### config.mk
export PLATFORM = sky130hd
export DESIGN_NAME = infix_to_postfix_converter
export DESIGN_NICKNAME = d
export VERILOG_FILES = /design/src/rtl/core/i2p_pkg.sv /design/src/rtl/core/infix_to_postfix_converter.sv
export SDC_FILE = /design/constraint.sdc
export NUM_CORES = 1
export LEC_CHECK = 0
export ABC_AREA = 1
export BUFFER_PORTS_ARGS = -buffer_cell sky130_fd_sc_hd__clkbuf_2
export CORE_ASPECT_RATIO = 1.25
export CORE_MARGIN = 5
export CORE_UTILIZATION = 44
export CTS_CLUSTER_DIAMETER = 40
export CTS_CLUSTER_SIZE = 20
export DETAILED_ROUTE_END_ITERATION = 10
export PLACE_DENSITY = 0.62
export SYNTH_ARGS = -nofsm -noshare
export SYNTH_HDL_FRONTEND = slang
export SYNTH_SLANG_ARGS = --single-unit
### constraint.sdc
create_clock -name i_clk -period 4.15 [get_ports i_clk]
set_clock_uncertainty 0.1 [all_clocks]
set_input_delay 0.83 -clock i_clk [delete_from_list [all_inputs] [get_ports i_clk]]
set_output_delay 0.83 -clock i_clk [all_outputs]
set_load 0.005 [all_outputs]
### src/rtl/core/i2p_pkg.sv
`default_nettype none

package i2p_pkg;

    typedef enum logic [1:0] {
        S_IDLE,
        S_READ,
        S_POP,
        S_END
    } t_state;

    typedef enum logic [1:0] {
        KIND_CHAR     = 2'd0,
        KIND_DONE     = 2'd1,
        KIND_MISMATCH = 2'd2,
        KIND_OVERFLOW = 2'd3
    } t_kind;

    typedef enum logic [2:0] {
        CLS_OTHER,
        CLS_ALNUM,
        CLS_OPENER,
        CLS_OPERATOR,
        CLS_CLOSER
    } t_cls;

    // stack symbol codes, operators below the openers
    typedef enum logic [2:0] {
        SYM_PLUS,
        SYM_MINUS,
        SYM_STAR,
        SYM_SLASH,
        SYM_CARET,
        SYM_PAREN,
        SYM_BRACKET,
        SYM_BRACE
    } t_sym;

    localparam logic [7:0] CH_PLUS   = 8'h2B;
    localparam logic [7:0] CH_MINUS  = 8'h2D;
    localparam logic [7:0] CH_STAR   = 8'h2A;
    localparam logic [7:0] CH_SLASH  = 8'h2F;
    localparam logic [7:0] CH_CARET  = 8'h5E;
    localparam logic [7:0] CH_LPAREN = 8'h28;
    localparam logic [7:0] CH_RPAREN = 8'h29;
    localparam logic [7:0] CH_LBRACK = 8'h5B;
    localparam logic [7:0] CH_RBRACK = 8'h5D;
    localparam logic [7:0] CH_LBRACE = 8'h7B;
    localparam logic [7:0] CH_RBRACE = 8'h7D;
    localparam logic [7:0] CH_DIG_LO = 8'h30;
    localparam logic [7:0] CH_DIG_HI = 8'h39;
    localparam logic [7:0] CH_UPR_LO = 8'h41;
    localparam logic [7:0] CH_UPR_HI = 8'h5A;
    localparam logic [7:0] CH_LWR_LO = 8'h61;
    localparam logic [7:0] CH_LWR_HI = 8'h7A;
    localparam logic [7:0] CH_NONE   = 8'h00;

    function automatic logic is_alnum(input logic [7:0] c);
        return (c >= CH_DIG_LO && c <= CH_DIG_HI) ||
               (c >= CH_UPR_LO && c <= CH_UPR_HI) ||
               (c >= CH_LWR_LO && c <= CH_LWR_HI);
    endfunction

    function automatic t_cls classify(input logic [7:0] c);
        t_cls cls;
        case (c)
            CH_PLUS, CH_MINUS, CH_STAR, CH_SLASH, CH_CARET: cls = CLS_OPERATOR;
            CH_LPAREN, CH_LBRACK, CH_LBRACE:                cls = CLS_OPENER;
            CH_RPAREN, CH_RBRACK, CH_RBRACE:                cls = CLS_CLOSER;
            default: begin
                cls = is_alnum(c) ? CLS_ALNUM : CLS_OTHER;
            end
        endcase
        return cls;
    endfunction

    // closers map to the code of their opener
    function automatic t_sym sym_of(input logic [7:0] c);
        t_sym s;
        case (c)
            CH_PLUS:              s = SYM_PLUS;
            CH_MINUS:             s = SYM_MINUS;
            CH_STAR:              s = SYM_STAR;
            CH_SLASH:             s = SYM_SLASH;
            CH_CARET:             s = SYM_CARET;
            CH_LPAREN, CH_RPAREN: s = SYM_PAREN;
            CH_LBRACK, CH_RBRACK: s = SYM_BRACKET;
            CH_LBRACE, CH_RBRACE: s = SYM_BRACE;
            default:              s = SYM_PLUS;
        endcase
        return s;
    endfunction

    function automatic logic [7:0] sym_char(input t_sym s);
        logic [7:0] c;
        case (s)
            SYM_PLUS:    c = CH_PLUS;
            SYM_MINUS:   c = CH_MINUS;
            SYM_STAR:    c = CH_STAR;
            SYM_SLASH:   c = CH_SLASH;
            SYM_CARET:   c = CH_CARET;
            SYM_PAREN:   c = CH_LPAREN;
            SYM_BRACKET: c = CH_LBRACK;
            SYM_BRACE:   c = CH_LBRACE;
            default:     c = CH_NONE;
        endcase
        return c;
    endfunction

    function automatic logic [2:0] prec(input t_sym s);
        logic [2:0] p;
        case (s)
            SYM_PLUS, SYM_MINUS: p = 3'd2;
            SYM_STAR, SYM_SLASH: p = 3'd3;
            SYM_CARET:           p = 3'd4;
            default:             p = 3'd1;
        endcase
        return p;
    endfunction

endpackage

`default_nettype wire

### src/rtl/core/infix_to_postfix_converter.sv
`default_nettype none

// Shunting-yard infix to postfix converter. One ASCII character enters per input beat,
// i_end_of_expr flags the last one. Letters and digits come out at once; + - * / ^ are
// stacked with precedences 2, 2, 3, 3, 4, all left-associative, and ( [ { must be closed
// by their own closer. Each output beat carries a postfix character (kind 0), an
// expression-done mark (kind 1), a bracket mismatch (kind 2) or a stack overflow
// (kind 3); o_last_of_run marks the last beat caused by one input character. After an
// error, input is dropped silently up to and including the next flagged character.
// Stack access: the operator stack lives in a single-port-per-side synchronous memory
// with a registered read, so every look at the top of stack passes through a read state
// and an evaluate state. A letter, digit, ignored character or opener needs no look; an
// operator or closer takes one look plus one for each operator it pops; a flagged
// character that raises no error adds one look plus one per operator left on the stack.
// A dropped character is taken in the idle state; downstream stall stretches the rest.
// There is no clearing pass after reset: the stack is tracked by its fill count.
module infix_to_postfix_converter #(
    parameter int STACK_DEPTH = 32
) (
    input  wire logic       i_clk,
    input  wire logic       i_rst_n,
    // character input
    input  wire logic       i_in_valid,
    output logic            o_in_stall,
    input  wire logic [7:0] i_ch,
    input  wire logic       i_end_of_expr,
    // postfix result output
    output logic            o_out_valid,
    input  wire logic       i_out_stall,
    output logic [7:0]      o_out_ch,
    output logic [1:0]      o_kind,
    output logic            o_last_of_run
);

    localparam int AW = (STACK_DEPTH > 1) ? $clog2(STACK_DEPTH) : 1;
    localparam int CW = $clog2(STACK_DEPTH + 1);
    localparam logic [CW-1:0] COUNT_FULL = CW'(STACK_DEPTH);

    // control state
    i2p_pkg::t_state r_state;
    i2p_pkg::t_state n_state;
    logic [CW-1:0]   r_count;
    logic            r_skip;      // dropping input after an error
    logic            r_err;       // current character raised an error
    logic            r_flush;     // popping the rest at end of expression
    logic            r_pend_valid;
    logic            r_out_valid;

    // current character, decoded
    i2p_pkg::t_sym   r_code;
    logic            r_is_closer;
    logic            r_last;

    // stack memory and its registered read port
    i2p_pkg::t_sym   r_stack_mem [STACK_DEPTH];
    i2p_pkg::t_sym   r_top;

    // one result held back until we know whether it ends the run
    logic [7:0]      r_pend_ch;
    i2p_pkg::t_kind  r_pend_kind;

    logic [7:0]      r_out_ch;
    i2p_pkg::t_kind  r_out_kind;
    logic            r_out_last;

    // decode of the arriving character
    i2p_pkg::t_cls   in_cls;
    i2p_pkg::t_sym   in_code;
    logic            in_fire;

    // top-of-stack evaluation
    logic            stack_full;
    logic            stack_empty;
    logic            top_is_op;
    logic            pop_op;
    logic            top_match;
    logic [CW-1:0]   count_m1;
    logic [AW-1:0]   rd_addr;
    logic [AW-1:0]   wr_addr;

    // actions of this cycle
    logic            emit;
    logic [7:0]      emit_ch;
    i2p_pkg::t_kind  emit_kind;
    logic            push;
    i2p_pkg::t_sym   push_code;
    logic            pop;
    logic            set_err;
    logic            finish;
    logic            slot_free;
    logic            hold;
    logic            load_out;

    assign in_cls  = i2p_pkg::classify(i_ch);
    assign in_code = i2p_pkg::sym_of(i_ch);
    assign in_fire = (r_state == i2p_pkg::S_IDLE) && i_in_valid;

    assign stack_full  = (r_count == COUNT_FULL);
    assign stack_empty = (r_count == '0);
    assign count_m1    = r_count - CW'(1);
    assign rd_addr     = count_m1[AW-1:0];
    assign wr_addr     = r_count[AW-1:0];
    assign top_is_op   = (r_top < i2p_pkg::SYM_PAREN);

    // operators pop on precedence, closers and the final flush pop any operator
    assign pop_op = !stack_empty && top_is_op &&
                    (r_flush || r_is_closer ||
                     (i2p_pkg::prec(r_top) >= i2p_pkg::prec(r_code)));
    assign top_match = !stack_empty && (r_top == r_code);

    // a new result may enter the holding slot once the older one can move out
    assign slot_free = !r_out_valid || !i_out_stall;
    assign hold      = emit && r_pend_valid && !slot_free;

    // actions per state
    always_comb begin
        emit      = 1'b0;
        emit_ch   = i2p_pkg::CH_NONE;
        emit_kind = i2p_pkg::KIND_CHAR;
        push      = 1'b0;
        push_code = in_code;
        pop       = 1'b0;
        set_err   = 1'b0;
        finish    = 1'b0;
        case (r_state)
            i2p_pkg::S_IDLE: begin
                if (in_fire && !r_skip) begin
                    case (in_cls)
                        i2p_pkg::CLS_ALNUM: begin
                            emit    = 1'b1;
                            emit_ch = i_ch;
                        end
                        i2p_pkg::CLS_OPENER: begin
                            if (stack_full) begin
                                emit      = 1'b1;
                                emit_kind = i2p_pkg::KIND_OVERFLOW;
                                set_err   = 1'b1;
                            end else begin
                                push = 1'b1;
                            end
                        end
                        default: ;
                    endcase
                end
            end
            i2p_pkg::S_POP: begin
                push_code = r_code;
                if (pop_op) begin
                    emit    = 1'b1;
                    emit_ch = i2p_pkg::sym_char(r_top);
                    pop     = 1'b1;
                end else if (r_flush) begin
                    // an opener left on the stack is unclosed
                    emit      = 1'b1;
                    emit_kind = stack_empty ? i2p_pkg::KIND_DONE : i2p_pkg::KIND_MISMATCH;
                end else if (r_is_closer) begin
                    if (top_match) begin
                        pop = 1'b1;
                    end else begin
                        emit      = 1'b1;
                        emit_kind = i2p_pkg::KIND_MISMATCH;
                        set_err   = 1'b1;
                    end
                end else if (stack_full) begin
                    emit      = 1'b1;
                    emit_kind = i2p_pkg::KIND_OVERFLOW;
                    set_err   = 1'b1;
                end else begin
                    push = 1'b1;
                end
            end
            i2p_pkg::S_END: begin
                finish = !r_pend_valid || slot_free;
            end
            default: ;
        endcase
    end

    // next state
    always_comb begin
        n_state = r_state;
        case (r_state)
            i2p_pkg::S_IDLE: begin
                if (in_fire && !r_skip) begin
                    case (in_cls)
                        i2p_pkg::CLS_OPERATOR, i2p_pkg::CLS_CLOSER: n_state = i2p_pkg::S_READ;
                        i2p_pkg::CLS_OPENER: begin
                            n_state = (stack_full || !i_end_of_expr) ? i2p_pkg::S_END
                                                                     : i2p_pkg::S_READ;
                        end
                        default: begin
                            n_state = i_end_of_expr ? i2p_pkg::S_READ : i2p_pkg::S_END;
                        end
                    endcase
                end
            end
            i2p_pkg::S_READ: begin
                n_state = i2p_pkg::S_POP;
            end
            i2p_pkg::S_POP: begin
                if (hold) begin
                    n_state = i2p_pkg::S_POP;
                end else if (pop_op) begin
                    n_state = i2p_pkg::S_READ;
                end else if (r_flush || set_err || !r_last) begin
                    n_state = i2p_pkg::S_END;
                end else begin
                    n_state = i2p_pkg::S_READ;
                end
            end
            i2p_pkg::S_END: begin
                if (finish) begin
                    n_state = i2p_pkg::S_IDLE;
                end
            end
            default: n_state = i2p_pkg::S_IDLE;
        endcase
    end

    // control registers
    always_ff @(posedge i_clk) begin
        if (!i_rst_n) begin
            r_state      <= i2p_pkg::S_IDLE;
            r_count      <= '0;
            r_skip       <= 1'b0;
            r_err        <= 1'b0;
            r_flush      <= 1'b0;
            r_pend_valid <= 1'b0;
            r_out_valid  <= 1'b0;
        end else begin
            r_state <= n_state;

            // error flag of the character in progress
            if (!hold && set_err) begin
                r_err <= 1'b1;
            end else if (in_fire) begin
                r_err <= 1'b0;
            end

            if (in_fire) begin
                // characters that need no stack look go straight to the flush
                r_flush <= !((in_cls == i2p_pkg::CLS_OPERATOR) ||
                             (in_cls == i2p_pkg::CLS_CLOSER));
                if (r_skip && i_end_of_expr) begin
                    r_count <= '0;
                    r_skip  <= 1'b0;
                end
            end

            if (!hold) begin
                if (push) begin
                    r_count <= r_count + CW'(1);
                end else if (pop) begin
                    r_count <= count_m1;
                end
                if ((r_state == i2p_pkg::S_POP) && !pop_op && !r_flush && !set_err &&
                    r_last) begin
                    r_flush <= 1'b1;
                end
            end

            if (finish) begin
                if (r_last) begin
                    r_count <= '0;
                    r_skip  <= 1'b0;
                end else if (r_err) begin
                    r_skip <= 1'b1;
                end
            end

            // holding slot
            if (emit && !hold) begin
                r_pend_valid <= 1'b1;
            end else if (finish) begin
                r_pend_valid <= 1'b0;
            end

            if (load_out) begin
                r_out_valid <= 1'b1;
            end else if (!i_out_stall) begin
                r_out_valid <= 1'b0;
            end
        end
    end

    // the held result moves out when a newer one replaces it or the run ends
    assign load_out = r_pend_valid && ((emit && !hold) || finish);

    // payload registers
    always_ff @(posedge i_clk) begin
        if (in_fire) begin
            r_code      <= in_code;
            r_is_closer <= (in_cls == i2p_pkg::CLS_CLOSER);
            r_last      <= i_end_of_expr;
        end
        if (emit && !hold) begin
            r_pend_ch   <= emit_ch;
            r_pend_kind <= emit_kind;
        end
        if (load_out) begin
            r_out_ch   <= r_pend_ch;
            r_out_kind <= r_pend_kind;
            r_out_last <= finish;
        end
    end

    // stack memory: write on push, registered read of the top entry
    always_ff @(posedge i_clk) begin
        if (push && !hold) begin
            r_stack_mem[wr_addr] <= push_code;
        end
        if ((r_state == i2p_pkg::S_READ) && !stack_empty) begin
            r_top <= r_stack_mem[rd_addr];
        end
    end

    assign o_in_stall    = (r_state != i2p_pkg::S_IDLE);
    assign o_out_valid   = r_out_valid;
    assign o_out_ch      = r_out_ch;
    assign o_kind        = r_out_kind;
    assign o_last_of_run = r_out_last;

endmodule

`default_nettype wire

### Word-level counts from Yosys, hierarchy flattened

Memory sizes are Yosys's and may differ from the RTL's. A register that Yosys moved wholly into a read port is not among the register bits.
Index checks and enable logic that the tools add are counted.

| storage, ports and cells | value |
|---|---|
| memories kept | 2 |
| bits of input ports | 13 |
| RAM bits | 96 |
| bits in read-only memories | 48 |
| output and inout bits | 13 |
| flip-flop bits (word level) | 39 |

| operators by class | value |
|---|---|
| $add $sub $neg | 2 |
| reductions and logical operators | 63 |
| $lt $le $gt $ge | 8 |
| equal/unequal tests | 31 |
| multiplexer cells | 77 |

Memories:

| memory | words | bits a word | rd ports | clocked after Yosys merged registers in | wr ports | RTL line | text |
|---|---|---|---|---|---|---|---|
| r_stack_mem | 32 | 3 | 1 | 1 | 1 | infix_to_postfix_converter.sv:55 | `i2p_pkg::t_sym r_stack_mem [STACK_DEPTH];` |
| (name not given) | 8 | 6 | 1 | 0 | 0 | i2p_pkg.sv:96 | `case (s)` |

Operators by type and width:

| operator | number |
|---|---|
| equality test 8 x 6 -> 1 bit, second input constant | 6 |
| two-way mux 6 bit | 7 |
| equality test 8 x 7 -> 1 bit, second input constant | 5 |
| two-way mux 1 bit | 39 |
| two-way mux 2 bit | 15 |
| one-hot mux 3 bit (3 select lines) | 3 |
| two-way mux 8 bit | 3 |
| one-hot mux 3 bit (7 select lines) | 1 |
| logical AND 1 bit | 20 |
| equality test 3 x 2 -> 1 bit, second input constant | 6 |
| >= comparator 8 x 7 -> 1 bit, second input constant | 2 |
| <= comparator 8 x 7 -> 1 bit, second input constant | 2 |
| one-hot mux 8 bit (2 select lines) | 1 |
| OR reduction 2 bit | 8 |
| logical NOT 1 bit | 13 |
| logical OR 1 bit | 11 |
| equality test 3 x 1 -> 1 bit, second input constant | 3 |
| equality test 3 bit, second input constant | 3 |
| >= comparator 8 x 6 -> 1 bit, second input constant | 1 |
| <= comparator 8 x 6 -> 1 bit, second input constant | 1 |
| one-hot mux 1 bit (2 select lines) | 4 |
| one-hot mux 2 bit (2 select lines) | 2 |
| one-hot mux 2 bit (4 select lines) | 1 |
| adder 6 x 1 -> 6 bit, second input constant | 1 |
| 17 further kinds | 23 |

### Logic depth before layout (Yosys ltp)

Gate-level depths: netlist (run 1).

| logic depth | value |
|---|---|
| word-level depth | 17 |
| gate-level depth with buffers | 19 |

### Worst setup path before layout (run 1)

No wires, ideal clock.

| timing | value |
|---|---|
| path type | reg-to-reg |
| start point | register r_count[0] |
| end point | register r_out_kind[0] (netlist: o_kind[0]), enable pin |
| arrival time | 2483 ps |
| path buffers | 4 |
| path slack | 1228 ps |
| stages on the path, launching flop included | 15 |
| cell sequence | dfxtp_1 > buf_2 > inv_1 > buf_2 > buf_2 > ha_1 > buf_2 > nand4_1 > inv_1 > nand3_2 > nand3_2 > nand2_1 > inv_1 > o21ai_1 > inv_1 |

| between the ends | value |
|---|---|
| longest elaborated chain between the ends | 14 |

RTL lines:

| what | RTL line | text |
|---|---|---|
| from (decl) | infix_to_postfix_converter.sv:42 | `logic [CW-1:0] r_count;` |
| from (signal assigned) | infix_to_postfix_converter.sv:252 | `r_count <= r_count + CW'(1);` |
| from (signal assigned) | infix_to_postfix_converter.sv:254 | `r_count <= count_m1;` |
| logical NOT 6 bit | infix_to_postfix_converter.sv:99 | `assign stack_empty = (r_count == '0);` |
| logical NOT 1 bit | infix_to_postfix_converter.sv:106, infix_to_postfix_converter.sv:109 |  |
| logical AND 1 bit | infix_to_postfix_converter.sv:109 | `assign top_match = !stack_empty && (r_top == r_code);` |
| two-way mux 1 bit | infix_to_postfix_converter.sv:157 | `if (top_match) begin` |
| two-way mux 1 bit | infix_to_postfix_converter.sv:156 | `end else if (r_is_closer) begin` |
| two-way mux 1 bit | infix_to_postfix_converter.sv:152 | `end else if (r_flush) begin` |
| two-way mux 1 bit | infix_to_postfix_converter.sv:148 | `if (pop_op) begin` |
| one-hot mux 1 bit (2 select lines) (*) | infix_to_postfix_converter.sv:125 | `case (r_state)` |
| logical AND 1 bit (2 in a row) | infix_to_postfix_converter.sv:113 | `assign hold = emit && r_pend_valid && !slot_free;` |
| logical NOT 1 bit | infix_to_postfix_converter.sv:287 | `assign load_out = r_pend_valid && ((emit && !hold) \|\| finish);` |
| logical AND 1 bit (*) | infix_to_postfix_converter.sv:287 |  |
| logical OR 1 bit (*) | infix_to_postfix_converter.sv:287 |  |
| logical AND 1 bit (*) | infix_to_postfix_converter.sv:287 |  |
| via load_out | infix_to_postfix_converter.sv:92 | `logic load_out;` |
| to (signal assigned) | infix_to_postfix_converter.sv:302 | `r_out_kind <= r_pend_kind;` |
| to (decl) | infix_to_postfix_converter.sv:63 | `i2p_pkg::t_kind r_out_kind;` |

Mark *: on every way through the listed nets, which the timed path passes. The rest lies on a longest branch.
A chain may end at the register's enable or synchronous reset.

### Final worst setup path (run 1)

| timing | value |
|---|---|
| start point | register r_top[2], read port of r_stack_mem |
| end point | memory r_stack_mem[16][2] (netlist bit), enable pin |

| between the ends | value |
|---|---|
| longest elaborated chain between the ends | 14 |

RTL lines:

| what | RTL line | text |
|---|---|---|
| from (decl) | infix_to_postfix_converter.sv:56 | `i2p_pkg::t_sym r_top;` |
| equality test 3 x 2 -> 1 bit (tied with other cells) | i2p_pkg.sv:112 | `case (s)` |
| OR reduction 2 bit | i2p_pkg.sv:112 |  |
| one-hot mux 3 bit (3 select lines) | i2p_pkg.sv:112 |  |
| >= comparator 3 bit | infix_to_postfix_converter.sv:108 | `(i2p_pkg::prec(r_top) >= i2p_pkg::prec(r_code)));` |
| logical OR 1 bit | infix_to_postfix_converter.sv:107 | `(r_flush \|\| r_is_closer \|\|` |
| logical AND 1 bit | infix_to_postfix_converter.sv:106 | `assign pop_op = !stack_empty && top_is_op &&` |
| two-way mux 1 bit | infix_to_postfix_converter.sv:148 |  |
| one-hot mux 1 bit (2 select lines) | infix_to_postfix_converter.sv:125 |  |
| logical AND 1 bit (2 in a row) | infix_to_postfix_converter.sv:113 |  |
| logical NOT 1 bit | infix_to_postfix_converter.sv:309 | `if (push && !hold) begin` |
| logical AND 1 bit (*) | infix_to_postfix_converter.sv:309 |  |
| two-way mux 1 bit (*) | infix_to_postfix_converter.sv:309 |  |
| two-way mux 1 bit (not written as such) (*) | infix_to_postfix_converter.sv:310 | `r_stack_mem[wr_addr] <= push_code;` |
| to (decl) | infix_to_postfix_converter.sv:55 |  |

Every way passes the cells marked *; elsewhere a longest branch is shown, timed or not.

==> flow_summary.html, run 1 <==
<table>
<tr><th>Metric</th><th>Value</th></tr>
<tr><th colspan="2">Run status</th></tr>
<tr><td>Status</td><td>finished clean</td></tr>
<tr><th colspan="2">Global routing</th></tr>
<tr><td>Number of global-route vias before repair</td><td>4670</td></tr>
<tr><td>First-pass GRT wire length</td><td>23.6 mm</td></tr>
<tr><td>Total global routing overflow</td><td>0</td></tr>
<tr><td>Global-route total usage across every layer</td><td>between 10% and 20%</td></tr>
<tr><td>Number of antenna violations at the first check in global routing</td><td>0</td></tr>
<tr><td>Pin count of the biggest net entering global routing</td><td>54</td></tr>
<tr><th colspan="2">Synthesis</th></tr>
<tr><td>Syn Area/Cell</td><td>~10 um^2</td></tr>
<tr><td>Number of cells produced by synthesis</td><td>626</td></tr>
<tr><td>Flip-flop and latch count after synthesis</td><td>about 140</td></tr>
<tr><td>Mapped cell area</td><td>6530 um^2</td></tr>
<tr><td>Total of warnings raised by yosys</td><td>0</td></tr>
<tr><td>Sequential-to-total area share from yosys stat</td><td>61.5%</td></tr>
<tr><td>Number of distinct library cell variants in the gate-level netlist after synthesis</td><td>38</td></tr>
<tr><td>Synthesized Nets</td><td>646</td></tr>
<tr><th colspan="2">Clocking</th></tr>
<tr><td>Clock latency of the later-clocked register in the worst-skew pair</td><td>~0.42 ns</td></tr>
<tr><td>Clock tree buffer depth</td><td>2</td></tr>
<tr><td>Clock-pin slew of the registers on the worst-case setup and hold paths</td><td>0.06 ns</td></tr>
<tr><td>CTS H-Tree Depth</td><td>4</td></tr>
<tr><td>Number of cells upsized or downsized after cts</td><td>0</td></tr>
<tr><td>CTS tree</td><td>built</td></tr>
<tr><td>Buffer type at the clock tree root</td><td>sky130_fd_sc_hd__clkbuf_16</td></tr>
<tr><td>Total clock buffers created by CTS</td><td>17</td></tr>
<tr><td>TritonCTS sink count</td><td>between 100 and 150</td></tr>
<tr><td>Post-CTS setup repair buffer count</td><td>0</td></tr>
<tr><td>Number of buffers inserted by hold repair at cts</td><td>0</td></tr>
<tr><th colspan="2">Worst setup path</th></tr>
<tr><td>Sequence of cells on the critical path</td><td>inv_2 -&gt; nor3_1 -&gt; ha_1 -&gt; a21oi_1 -&gt; nand4_1 -&gt; nand2_1 -&gt; nand2_2 -&gt; nor2_4 -&gt; nand3_1 -&gt; nand2_2 -&gt; inv_2 -&gt; nor3_1</td></tr>
<tr><td>Max FO, Critical Path</td><td>11</td></tr>
<tr><td>Worst path buffer plus inverter count</td><td>2</td></tr>
<tr><td>Largest stage delay, worst path</td><td>about 0.5 ns</td></tr>
<tr><td>Crit end category</td><td>register</td></tr>
<tr><td>Critical path start-end classification</td><td>register to register</td></tr>
<tr><td>Worst path arrival time</td><td>slightly below 3 ns</td></tr>
<tr><td>Type of element launching the critical path</td><td>register</td></tr>
<tr><td>Required time at the endpoint of the critical path</td><td>4.12 ns</td></tr>
<tr><td>Cell family contributing the most delay on the critical path</td><td>simple AND/OR/NAND/NOR gates</td></tr>
<tr><td>Worst-path cell with the longest stage delay</td><td>sky130_fd_sc_hd__edfxtp_1</td></tr>
<tr><th colspan="2">Detailed routing</th></tr>
<tr><td>Vias post-DR</td><td>4632</td></tr>
<tr><td>Antenna Violating Nets Remaining</td><td>0</td></tr>
<tr><td>Total Wirelength</td><td>~15 mm</td></tr>
<tr><td>DRC errors left</td><td>0</td></tr>
<tr><td>Routed via count divided by cell count</td><td>5.49</td></tr>
<tr><td>Initial DRT Pass Iterations</td><td>4</td></tr>
<tr><td>Drt first-iter violations</td><td>350</td></tr>
<tr><td>Mean routed wirelength per cell</td><td>17.6 um</td></tr>
<tr><th colspan="2">Power</th></tr>
<tr><td>Worst-case vdd ir drop</td><td>366 uV</td></tr>
<tr><td>Leakage power</td><td>0.00279 uW</td></tr>
<tr><td>Power per cell area</td><td>601 nW/um^2</td></tr>
<tr><th colspan="2">Layout</th></tr>
<tr><td>Ratio of cells with drive above 1 in the final layout</td><td>14.7%</td></tr>
<tr><td>Layout Nets</td><td>672</td></tr>
<tr><td>Area of the multi-input gates</td><td>between 2000 and 2500 um^2</td></tr>
<tr><td>Total inserted antenna cells</td><td>0</td></tr>
<tr><td>Final core utilization</td><td>51.1%</td></tr>
<tr><td>Sequential Area</td><td>4020 um^2</td></tr>
<tr><td>Filler instances</td><td>about 1300</td></tr>
<tr><td>Layout overhead on the synthesized area</td><td>13.3%</td></tr>
<tr><th colspan="2">STA</th></tr>
<tr><td>Number of endpoints failing setup at the final stage</td><td>0</td></tr>
<tr><td>Worst slew margin relative to its limit</td><td>53.1%</td></tr>
<tr><td>Min setup slack post-route</td><td>between 1 and 1.5 ns</td></tr>
<tr><td>Final total negative setup slack</td><td>0 ns</td></tr>
<tr><td>Setup repair after global routing missed its margin</td><td>false</td></tr>
<tr><td>Number of pins with negative max-slew slack in the final report</td><td>0</td></tr>
<tr><td>Period Utilization, post-route</td><td>72.4%</td></tr>
<tr><td>Number of hold-slack violations in the final timing report</td><td>0</td></tr>
<tr><td>Slew at the pin with the worst max-slew slack</td><td>0.703 ns</td></tr>
<tr><td>Time the worst path needs with I/O delays and setup</td><td>3.01 ns</td></tr>
<tr><td>Timing-limited maximum frequency</td><td>about 330 MHz</td></tr>
<tr><th colspan="2">Floorplan</th></tr>
<tr><td>Number of placed I/O pins</td><td>26</td></tr>
<tr><td>Overall die height</td><td>approximately 150 um</td></tr>
<tr><td>Initial Util</td><td>45.1%</td></tr>
<tr><td>Floorplan Core Area</td><td>14500 um^2</td></tr>
<tr><td>Die area</td><td>approximately 17000 um^2</td></tr>
<tr><td>Width of the die</td><td>around 120 um</td></tr>
<tr><td>Row count</td><td>49</td></tr>
<tr><th colspan="2">Placement</th></tr>
<tr><td>Pre-CTS setup slack</td><td>between 1 and 1.5 ns</td></tr>
<tr><td>Number of buffer cells added on primary ports</td><td>25</td></tr>
<tr><td>Final GP Congestion</td><td>0.884</td></tr>
<tr><td>Half-perimeter wire length after detailed placement</td><td>10.3 mm</td></tr>
<tr><th colspan="2">Job</th></tr>
<tr><td>Max_cap viols</td><td>0</td></tr>
<tr><th colspan="2">Min path</th></tr>
<tr><td>Hold crit path type</td><td>register to register</td></tr>
</table>
-- power by group --
part	internal [uW]	switching [uW]	total (uW)
sequential	1640	70.2	1710
clock	896	610	1510
combinational	405	825	1230
-- metrics by stage --
step | hold slack (ns) | instances | cell area [um^2] | total power [uW]
after floorplan | 0.300 | 626 | 6530 | 2630
after global placement | 0.303 | 811 | 6810 | 2930
after detailed placement | 0.305 | 811 | 6810 | 2950
after CTS | 0.315 | 843 | 7390 | 4450
after global routing | 0.323 | 843 | 7390 | 4660
final | 0.313 | 843 | 7390 | 4440
-- synth_stat cells, drive strengths merged --
cell | instances | share of area [%]
o21a | 3 | 0.35
o211ai | 13 | 1.5
nand4 | 4 | 0.38
inv | 54 | 3.1
a31oi | 1 | 0.096
nand2 | 100 | 6.1
conb | 1 | 0.057
mux2i | 12 | 1.8
nand3 | 37 | 3.2
o311ai | 1 | 0.13
edfxtp | 125 | 58
nor2 | 122 | 7.5
clkbuf | 13 | 0.77
buf | 13 | 1.4
o22ai | 2 | 0.19
ha | 7 | 1.3
nor3 | 5 | 0.46
and3 | 1 | 0.096
o221ai | 12 | 1.6
dfxtp | 13 | 4.0
xor2 | 6 | 1.4
a21oi | 17 | 1.3
o32ai | 12 | 1.6
nor3b | 1 | 0.12
o21ai | 51 | 4.0
-- state kept, by name, summed over array words and instances, names as in the netlist --
signal,cells
r_state,2
r_flush,1
r_err,1
r_top,3
r_pend_kind,2
r_stack_mem,96
r_code,3
r_pend_ch,8
o_last_of_run,1
o_kind,2
o_out_ch,8
o_out_valid,1
r_is_closer,1
r_skip,1
r_last,1
r_count,6
r_pend_valid,1
-- cell usage in the layout (no fill, tap or decap), drive strengths merged, types with 3 or more instances in the layout --
master	instances
a21oi	17
buf	8
clkbuf	43
clkinvlp	4
dfxtp	13
edfxtp	125
ha	7
inv	60
mux2i	12
nand2	100
nand3	37
nand4	4
nor2	122
nor3	5
o211ai	13
o21a	3
o21ai	51
o221ai	12
o32ai	12
xor2	6
-- worst paths after layout --
kind                start                  to  slack (ns)  depth (start not counted)
max              r_top[2]  r_stack_mem[16][2]        1.14                         12
min          r_pend_ch[5]         o_out_ch[5]        0.31                          0
max reg2reg      r_top[2]  r_stack_mem[16][2]        1.14                         12
min reg2reg  r_pend_ch[5]         o_out_ch[5]        0.31                          0
-- cells by family (layout without fill, tap and decap cells) --
family                     count (synthesis)  in the layout  share of synthesized area, %
and+or+nand+nor                          270            270                          17.9
xor gates and xnor gates                   6              6                          1.38
other                                      1              1                        0.0574
muxes                                     12             12                          1.84
adders and majority gates                  7              7                          1.34
DFF                                      138            138                          61.5
buffers and inverters                     80            119                          5.27
AOI/OAI and AO/OA                        112            112                          10.8
-- cell type report --
class                      instances  share of cell area [%]
sequential                       138                    54.3
multi-input combinational        408                    29.5
clock buffer                      18                    5.80
tap                              178                    3.01
inverter                          54                    2.74
timing repair buffer              33                    2.50
clock inverter                    14                    2.15
-- per-layer routing --
layer / vias to the layer above / track usage (%) / wire (um)
met2: 136 / 30.1 / 7620
met5: - / 0 / 0
met3: 36 / 3.52 / 737
li1: 2251 / - / -
met4: 0 / 9.74 / 497
met1: 2209 / 20.4 / 5960
-- worst register-to-register path, cell delays in order (launching register included) --
cell	delay, ns
sky130_fd_sc_hd__edfxtp_1	0.50
sky130_fd_sc_hd__inv_2	0.14
sky130_fd_sc_hd__nor3_1	0.05
sky130_fd_sc_hd__ha_1	0.34
sky130_fd_sc_hd__a21oi_1	0.15
sky130_fd_sc_hd__nand4_1	0.13
sky130_fd_sc_hd__nand2_1	0.11
sky130_fd_sc_hd__nand2_2	0.07
sky130_fd_sc_hd__nor2_4	0.11
sky130_fd_sc_hd__nand3_1	0.09
sky130_fd_sc_hd__nand2_2	0.27
sky130_fd_sc_hd__inv_2	0.17
sky130_fd_sc_hd__nor3_1	0.41
No activity file was read; power rests on OpenSTA's default activity.
==> run 2, diff against run 1 <==
Settings changed: ABC_AREA 1 to 0, PLACE_DENSITY 0.62 to 0.64.
Clock period 4.15 ns to 2.7 ns, I/O delays scaled along.
==> run 2 against run 1 <==
Global-route usage is 0.78 points lower; sequential share of layout area is 5.6 points lower; sequential power grew 46%; via count fell by 12%; combinational power down 23%; first-iteration DRC count is 45% lower; largest cell class unchanged.
==> flow_summary.html, run 2 <==
<table>
<tr><th>Metric</th><th>Value</th></tr>
<tr><th colspan="2">Clocking</th></tr>
<tr><td>Number of buffers inserted by hold repair at cts</td><td>0 (unchanged)</td></tr>
<tr><td>CTS H-Tree Depth</td><td>4 (unchanged)</td></tr>
<tr><td>Buffer type at the clock tree root</td><td>sky130_fd_sc_hd__clkbuf_16</td></tr>
<tr><td>CTS tree</td><td>built</td></tr>
<tr><td>Total clock buffers created by CTS</td><td>17 (unchanged)</td></tr>
<tr><td>Clock-pin slew of the registers on the worst-case setup and hold paths</td><td>0.06 ns (about the same)</td></tr>
<tr><td>Clock latency of the later-clocked register in the worst-skew pair</td><td>0.42 ns (about the same)</td></tr>
<tr><td>TritonCTS sink count</td><td>138 (unchanged)</td></tr>
<tr><td>Clock tree buffer depth</td><td>2 (unchanged)</td></tr>
<tr><th colspan="2">Worst setup path</th></tr>
<tr><td>Crit end category</td><td>register</td></tr>
<tr><td>Launch instance of the worst register-to-register path</td><td>r_code[1]</td></tr>
<tr><td>FF-to-FF path depth</td><td>9 (-3)</td></tr>
<tr><td>Required time at the endpoint of the critical path</td><td>2.72 ns (-1.40 ns)</td></tr>
<tr><td>Sequence of cells on the critical path</td><td>nor2_1 -&gt; nand2_1 -&gt; ha_4 -&gt; a211o_1 -&gt; a211o_1 -&gt; and3_4 -&gt; o31a_1 -&gt; buf_12 -&gt; nor2_4</td></tr>
<tr><td>Worst-path cell with the longest stage delay</td><td>sky130_fd_sc_hd__edfxtp_1</td></tr>
<tr><td>Register-to-register setup slack</td><td>0.03 ns (-1.12 ns)</td></tr>
<tr><td>Type of element launching the critical path</td><td>register</td></tr>
<tr><td>Max FO, Critical Path</td><td>9 (-2)</td></tr>
<tr><td>Critical path start-end classification</td><td>register to register</td></tr>
<tr><td>Cell occurring most often along the worst timing path</td><td>sky130_fd_sc_hd__a211o_1</td></tr>
<tr><td>Endpoint of the most critical register-to-register path</td><td>r_stack_mem[15][0]</td></tr>
<tr><td>Worst path arrival time</td><td>2.69 ns (-0.28 ns)</td></tr>
<tr><td>Largest stage delay, worst path</td><td>0.42 ns (-0.08 ns)</td></tr>
<tr><th colspan="2">Synthesis</th></tr>
<tr><td>Area share of the largest cell type after synthesis</td><td>57.8% (+0.25 points)</td></tr>
<tr><td>Most numerous cell types in the synthesized netlist</td><td>sky130_fd_sc_hd__edfxtp_1 (125), sky130_fd_sc_hd__nor2_1 (52), sky130_fd_sc_hd__mux4_2 (30)</td></tr>
<tr><td>Commonest register cell after synthesis</td><td>sky130_fd_sc_hd__edfxtp_1</td></tr>
<tr><td>Number of distinct library cell variants in the gate-level netlist after synthesis</td><td>68 (+79%)</td></tr>
<tr><td>Mapped cell area</td><td>6500 um^2 (-0.44%)</td></tr>
<tr><td>Total of warnings raised by yosys</td><td>0 (unchanged)</td></tr>
<tr><td>Asr flop ratio synth</td><td>0% (unchanged)</td></tr>
<tr><td>Number of cells produced by synthesis</td><td>455 (-27%)</td></tr>
<tr><td>Flip-flop and latch count after synthesis</td><td>138 (unchanged)</td></tr>
<tr><td>Syn Area/Cell</td><td>14.3 um^2 (+37%)</td></tr>
<tr><td>Top area cells in the synthesized netlist</td><td>sky130_fd_sc_hd__edfxtp_1 (58%), sky130_fd_sc_hd__mux4_2 (10%), sky130_fd_sc_hd__dfxtp_1 (4.0%), sky130_fd_sc_hd__nor2_1 (3.0%), sky130_fd_sc_hd__nand2_1 (1.5%)</td></tr>
<tr><td>Number of enable flip-flop cells after synthesis</td><td>125 (unchanged)</td></tr>
<tr><td>Most frequent cell after synthesis</td><td>sky130_fd_sc_hd__edfxtp_1</td></tr>
<tr><td>Area leader, netlist</td><td>sky130_fd_sc_hd__edfxtp_1</td></tr>
<tr><td>Synthesized Nets</td><td>475 (-26%)</td></tr>
<tr><td>Sequential-to-total area share from yosys stat</td><td>61.8% (+0.27 points)</td></tr>
<tr><th colspan="2">Layout</th></tr>
<tr><td>Final core utilization</td><td>57.0% (+5.9 points)</td></tr>
<tr><td>Largest reg by FF count</td><td>r_stack_mem</td></tr>
<tr><td>Final design area excluding fillers</td><td>8250 um^2 (+12%)</td></tr>
<tr><td>Final Instance Count excl. Fillers</td><td>724 (-14%)</td></tr>
<tr><td>Total inserted antenna cells</td><td>0 (unchanged)</td></tr>
<tr><td>Layout Nets</td><td>553 (-18%)</td></tr>
<tr><td>Max FFs per register</td><td>96 (unchanged)</td></tr>
<tr><td>Ratio of cells with drive above 1 in the final layout</td><td>40.5% (+26 points)</td></tr>
<tr><td>Layout overhead on the synthesized area</td><td>27.0%</td></tr>
<tr><td>Commonest cells after routing, fill and taps aside</td><td>sky130_fd_sc_hd__edfxtp_1 (125), sky130_fd_sc_hd__buf_4 (43), sky130_fd_sc_hd__nor2_4 (34)</td></tr>
<tr><td>Filler instances</td><td>1144 (-11%)</td></tr>
<tr><td>Commonest non-fill, non-tap cell in the layout</td><td>sky130_fd_sc_hd__edfxtp_1</td></tr>
<tr><th colspan="2">Placement</th></tr>
<tr><td>Total placed instance area</td><td>7240 um^2 (+6.4%)</td></tr>
<tr><td>Number of buffer cells added on primary ports</td><td>25 (unchanged)</td></tr>
<tr><td>Placed cell count</td><td>689 (-15%)</td></tr>
<tr><td>Final GP Congestion</td><td>0.834 (-5.6%)</td></tr>
<tr><td>Half-perimeter wire length after detailed placement</td><td>9.96 mm (-3.5%)</td></tr>
<tr><td>Pre-CTS setup slack</td><td>-0.120 ns (-1.17 ns)</td></tr>
<tr><th colspan="2">STA</th></tr>
<tr><td>Number of pins with negative max-slew slack in the final report</td><td>0 (unchanged)</td></tr>
<tr><td>Setup repair after global routing missed its margin</td><td>true</td></tr>
<tr><td>Number of hold-slack violations in the final timing report</td><td>0 (unchanged)</td></tr>
<tr><td>Worst slew margin relative to its limit</td><td>53.0% (about the same)</td></tr>
<tr><td>Slew at the pin with the worst max-slew slack</td><td>0.700 ns (-0.00330 ns)</td></tr>
<tr><td>Final worst hold slack</td><td>0.261 ns (-0.0519 ns)</td></tr>
<tr><td>Time the worst path needs with I/O delays and setup</td><td>2.67 ns (-0.332 ns)</td></tr>
<tr><td>Number of endpoints failing setup at the final stage</td><td>0 (unchanged)</td></tr>
<tr><td>Min setup slack post-route</td><td>0.0258 ns (-1.12 ns)</td></tr>
<tr><td>Timing-limited maximum frequency</td><td>374 MHz (+12%)</td></tr>
<tr><td>Period Utilization, post-route</td><td>99.0% (+27 points)</td></tr>
<tr><th colspan="2">Floorplan</th></tr>
<tr><td>Overall die height</td><td>146 um (-0.21%)</td></tr>
<tr><td>Row count</td><td>49 (unchanged)</td></tr>
<tr><td>Floorplan Core Area</td><td>14500 um^2 (unchanged)</td></tr>
<tr><td>Initial Util</td><td>44.9% (-0.20 points)</td></tr>
<tr><td>Die area</td><td>17300 um^2 (-0.41%)</td></tr>
<tr><td>Width of the die</td><td>119 um (-0.20%)</td></tr>
<tr><td>Number of placed I/O pins</td><td>26 (unchanged)</td></tr>
<tr><th colspan="2">Global routing</th></tr>
<tr><td>First-pass GRT wire length</td><td>22.4 mm (-5.2%)</td></tr>
<tr><td>Total global routing overflow</td><td>0 (unchanged)</td></tr>
<tr><td>Number of global-route vias before repair</td><td>4309 (-7.7%)</td></tr>
<tr><td>Global-route total usage across every layer</td><td>16.7% (-0.78 points)</td></tr>
<tr><td>Number of antenna violations at the first check in global routing</td><td>0 (unchanged)</td></tr>
<tr><td>Pin count of the biggest net entering global routing</td><td>33 (-39%)</td></tr>
<tr><th colspan="2">Job</th></tr>
<tr><td>Max_cap viols</td><td>0 (unchanged)</td></tr>
<tr><th colspan="2">Min path</th></tr>
<tr><td>Min-delay src</td><td>i_end_of_expr</td></tr>
<tr><td>Hold crit path type</td><td>input pin to register</td></tr>
<tr><td>Worst min-delay path endpoint</td><td>r_last</td></tr>
<tr><td>Hold Crit Depth</td><td>1 (+1)</td></tr>
<tr><th colspan="2">Power</th></tr>
<tr><td>Combinational fraction of design power</td><td>15.9% (-12 points)</td></tr>
<tr><td>Clk network pwr share</td><td>42.0% (+8.1 points)</td></tr>
<tr><td>Leakage power</td><td>0.00277 uW (-0.45%)</td></tr>
<tr><td>Psw</td><td>1470 uW (-2.5%)</td></tr>
<tr><td>Power per cell area</td><td>719 nW/um^2 (+20%)</td></tr>
<tr><td>Flop pwr share</td><td>42.1% (+3.7 points)</td></tr>
<tr><td>Pint</td><td>4470 uW (+52%)</td></tr>
<tr><td>Worst-case vdd ir drop</td><td>578 uV (+58%)</td></tr>
<tr><td>Switching share of power</td><td>24.7% (-9.1 points)</td></tr>
<tr><th colspan="2">Detailed routing</th></tr>
<tr><td>Antenna Violating Nets Remaining</td><td>0 (unchanged)</td></tr>
<tr><td>Initial DRT Pass Iterations</td><td>4 (unchanged)</td></tr>
<tr><td>Mean routed wirelength per cell</td><td>19.8 um (+13%)</td></tr>
<tr><td>Routed via count divided by cell count</td><td>5.66 (+3.0%)</td></tr>
<tr><td>DRC errors left</td><td>0 (unchanged)</td></tr>
<tr><td>Total Wirelength</td><td>14.4 mm (-3.0%)</td></tr>
<tr><td>Vias post-DR</td><td>4097 (-12%)</td></tr>
<tr><td>Drt first-iter violations</td><td>192 (-45%)</td></tr>
<tr><th colspan="2">Run status</th></tr>
<tr><td>Status</td><td>finished clean</td></tr>
</table>
run 2: cell type report:
cell class / instances / area [um^2] / area share [%]
Clock buffer: 18 / 429 / 5.20
Tap cell: 178 / 223 / 2.70
Timing Repair Buffer: 81 / 642 / 7.78
Sequential cell: 138 / 4020 / 48.7
Multi-Input combinational cell: 284 / 2690 / 32.6
Clock inverter: 14 / 208 / 2.52
Inverter: 11 / 43.8 / 0.531
run 2: logic make-up (layout without fill, tap and decap cells):
kind of cell	count (synthesis)	count (layout)	share of synthesized area, %
XOR/XNOR	6	6	0.809
AO/OA/AOI/OAI	81	82	9.11
other	1	1	0.0577
AND/OR/NAND/NOR	149	149	12.7
adder cells (fa/ha/maj)	7	7	1.35
buffers and inverters	34	124	2.27
multiplexers	39	39	11.9
flip-flops	138	138	61.8
run 2: worst max-delay path by stage:
stage	endpoint	slack [ns]	depth (start not counted)	start
2_1_floorplan	o_kind[0]	-0.17	11	r_count[0]
3_3_place_gp	r_stack_mem[21][2]	-0.07	10	r_top[2]
3_5_place_dp	r_stack_mem[22][1]	-0.12	10	r_top[2]
4_1_cts	r_stack_mem[31][1]	-0.04	9	r_top[2]
5_1_grt	r_count[4]	-0.07	11	r_top[0]
6_report	r_stack_mem[15][0]	0.03	9	r_code[1]
run 2: worst max-delay path: cells and delay by family (launching register included):
| kind | cells | cell delay (ns) |
|---|---|---|
| simple gates | 4 | 0.61 |
| fa+ha+maj | 1 | 0.22 |
| flops | 1 | 0.42 |
| buf+inv | 1 | 0.17 |
| compound gates | 3 | 0.86 |
run 2: per-stage QoR:
step / TNS (ns) / power, uW
2_1_floorplan: -1.86 / 3110
3_3_place_gp: -0.558 / 3410
3_5_place_dp: -4.44 / 3430
4_1_cts: -0.543 / 5930
5_1_grt: -1.51 / 6150
6_report: 0 / 5930
run 2: metal layers:
| layer | share of wire [%] | vias up | global-route usage (%) |
|---|---|---|---|
| met2 | 55 | 96 | 30.8 |
| li1 | - | 1925 | - |
| met4 | 1.9 | 0 | 5.68 |
| met5 | 0 | - | 0 |
| met3 | 4.2 | 21 | 4.35 |
| met1 | 39 | 2055 | 18.6 |
run 2: power groups by stage:
stage                     sequential [uW]  combinational (uW)  clock [uW]
after floorplan                      2520                 584           0
after global placement               2530                 877           0
after detailed placement             2540                 892           0
after CTS                            2490                 906        2530
after global routing                 2500                1010        2640
final                                2500                 944        2490
run 2: repair_timing:
item	4_1_cts	5_1_grt
pin swaps	1	19
gates cloned	0	1
setup endpoints to repair	106	126
endpoints found under the hold margin	0	0
buffers inserted	0	2
resized for setup	25	61
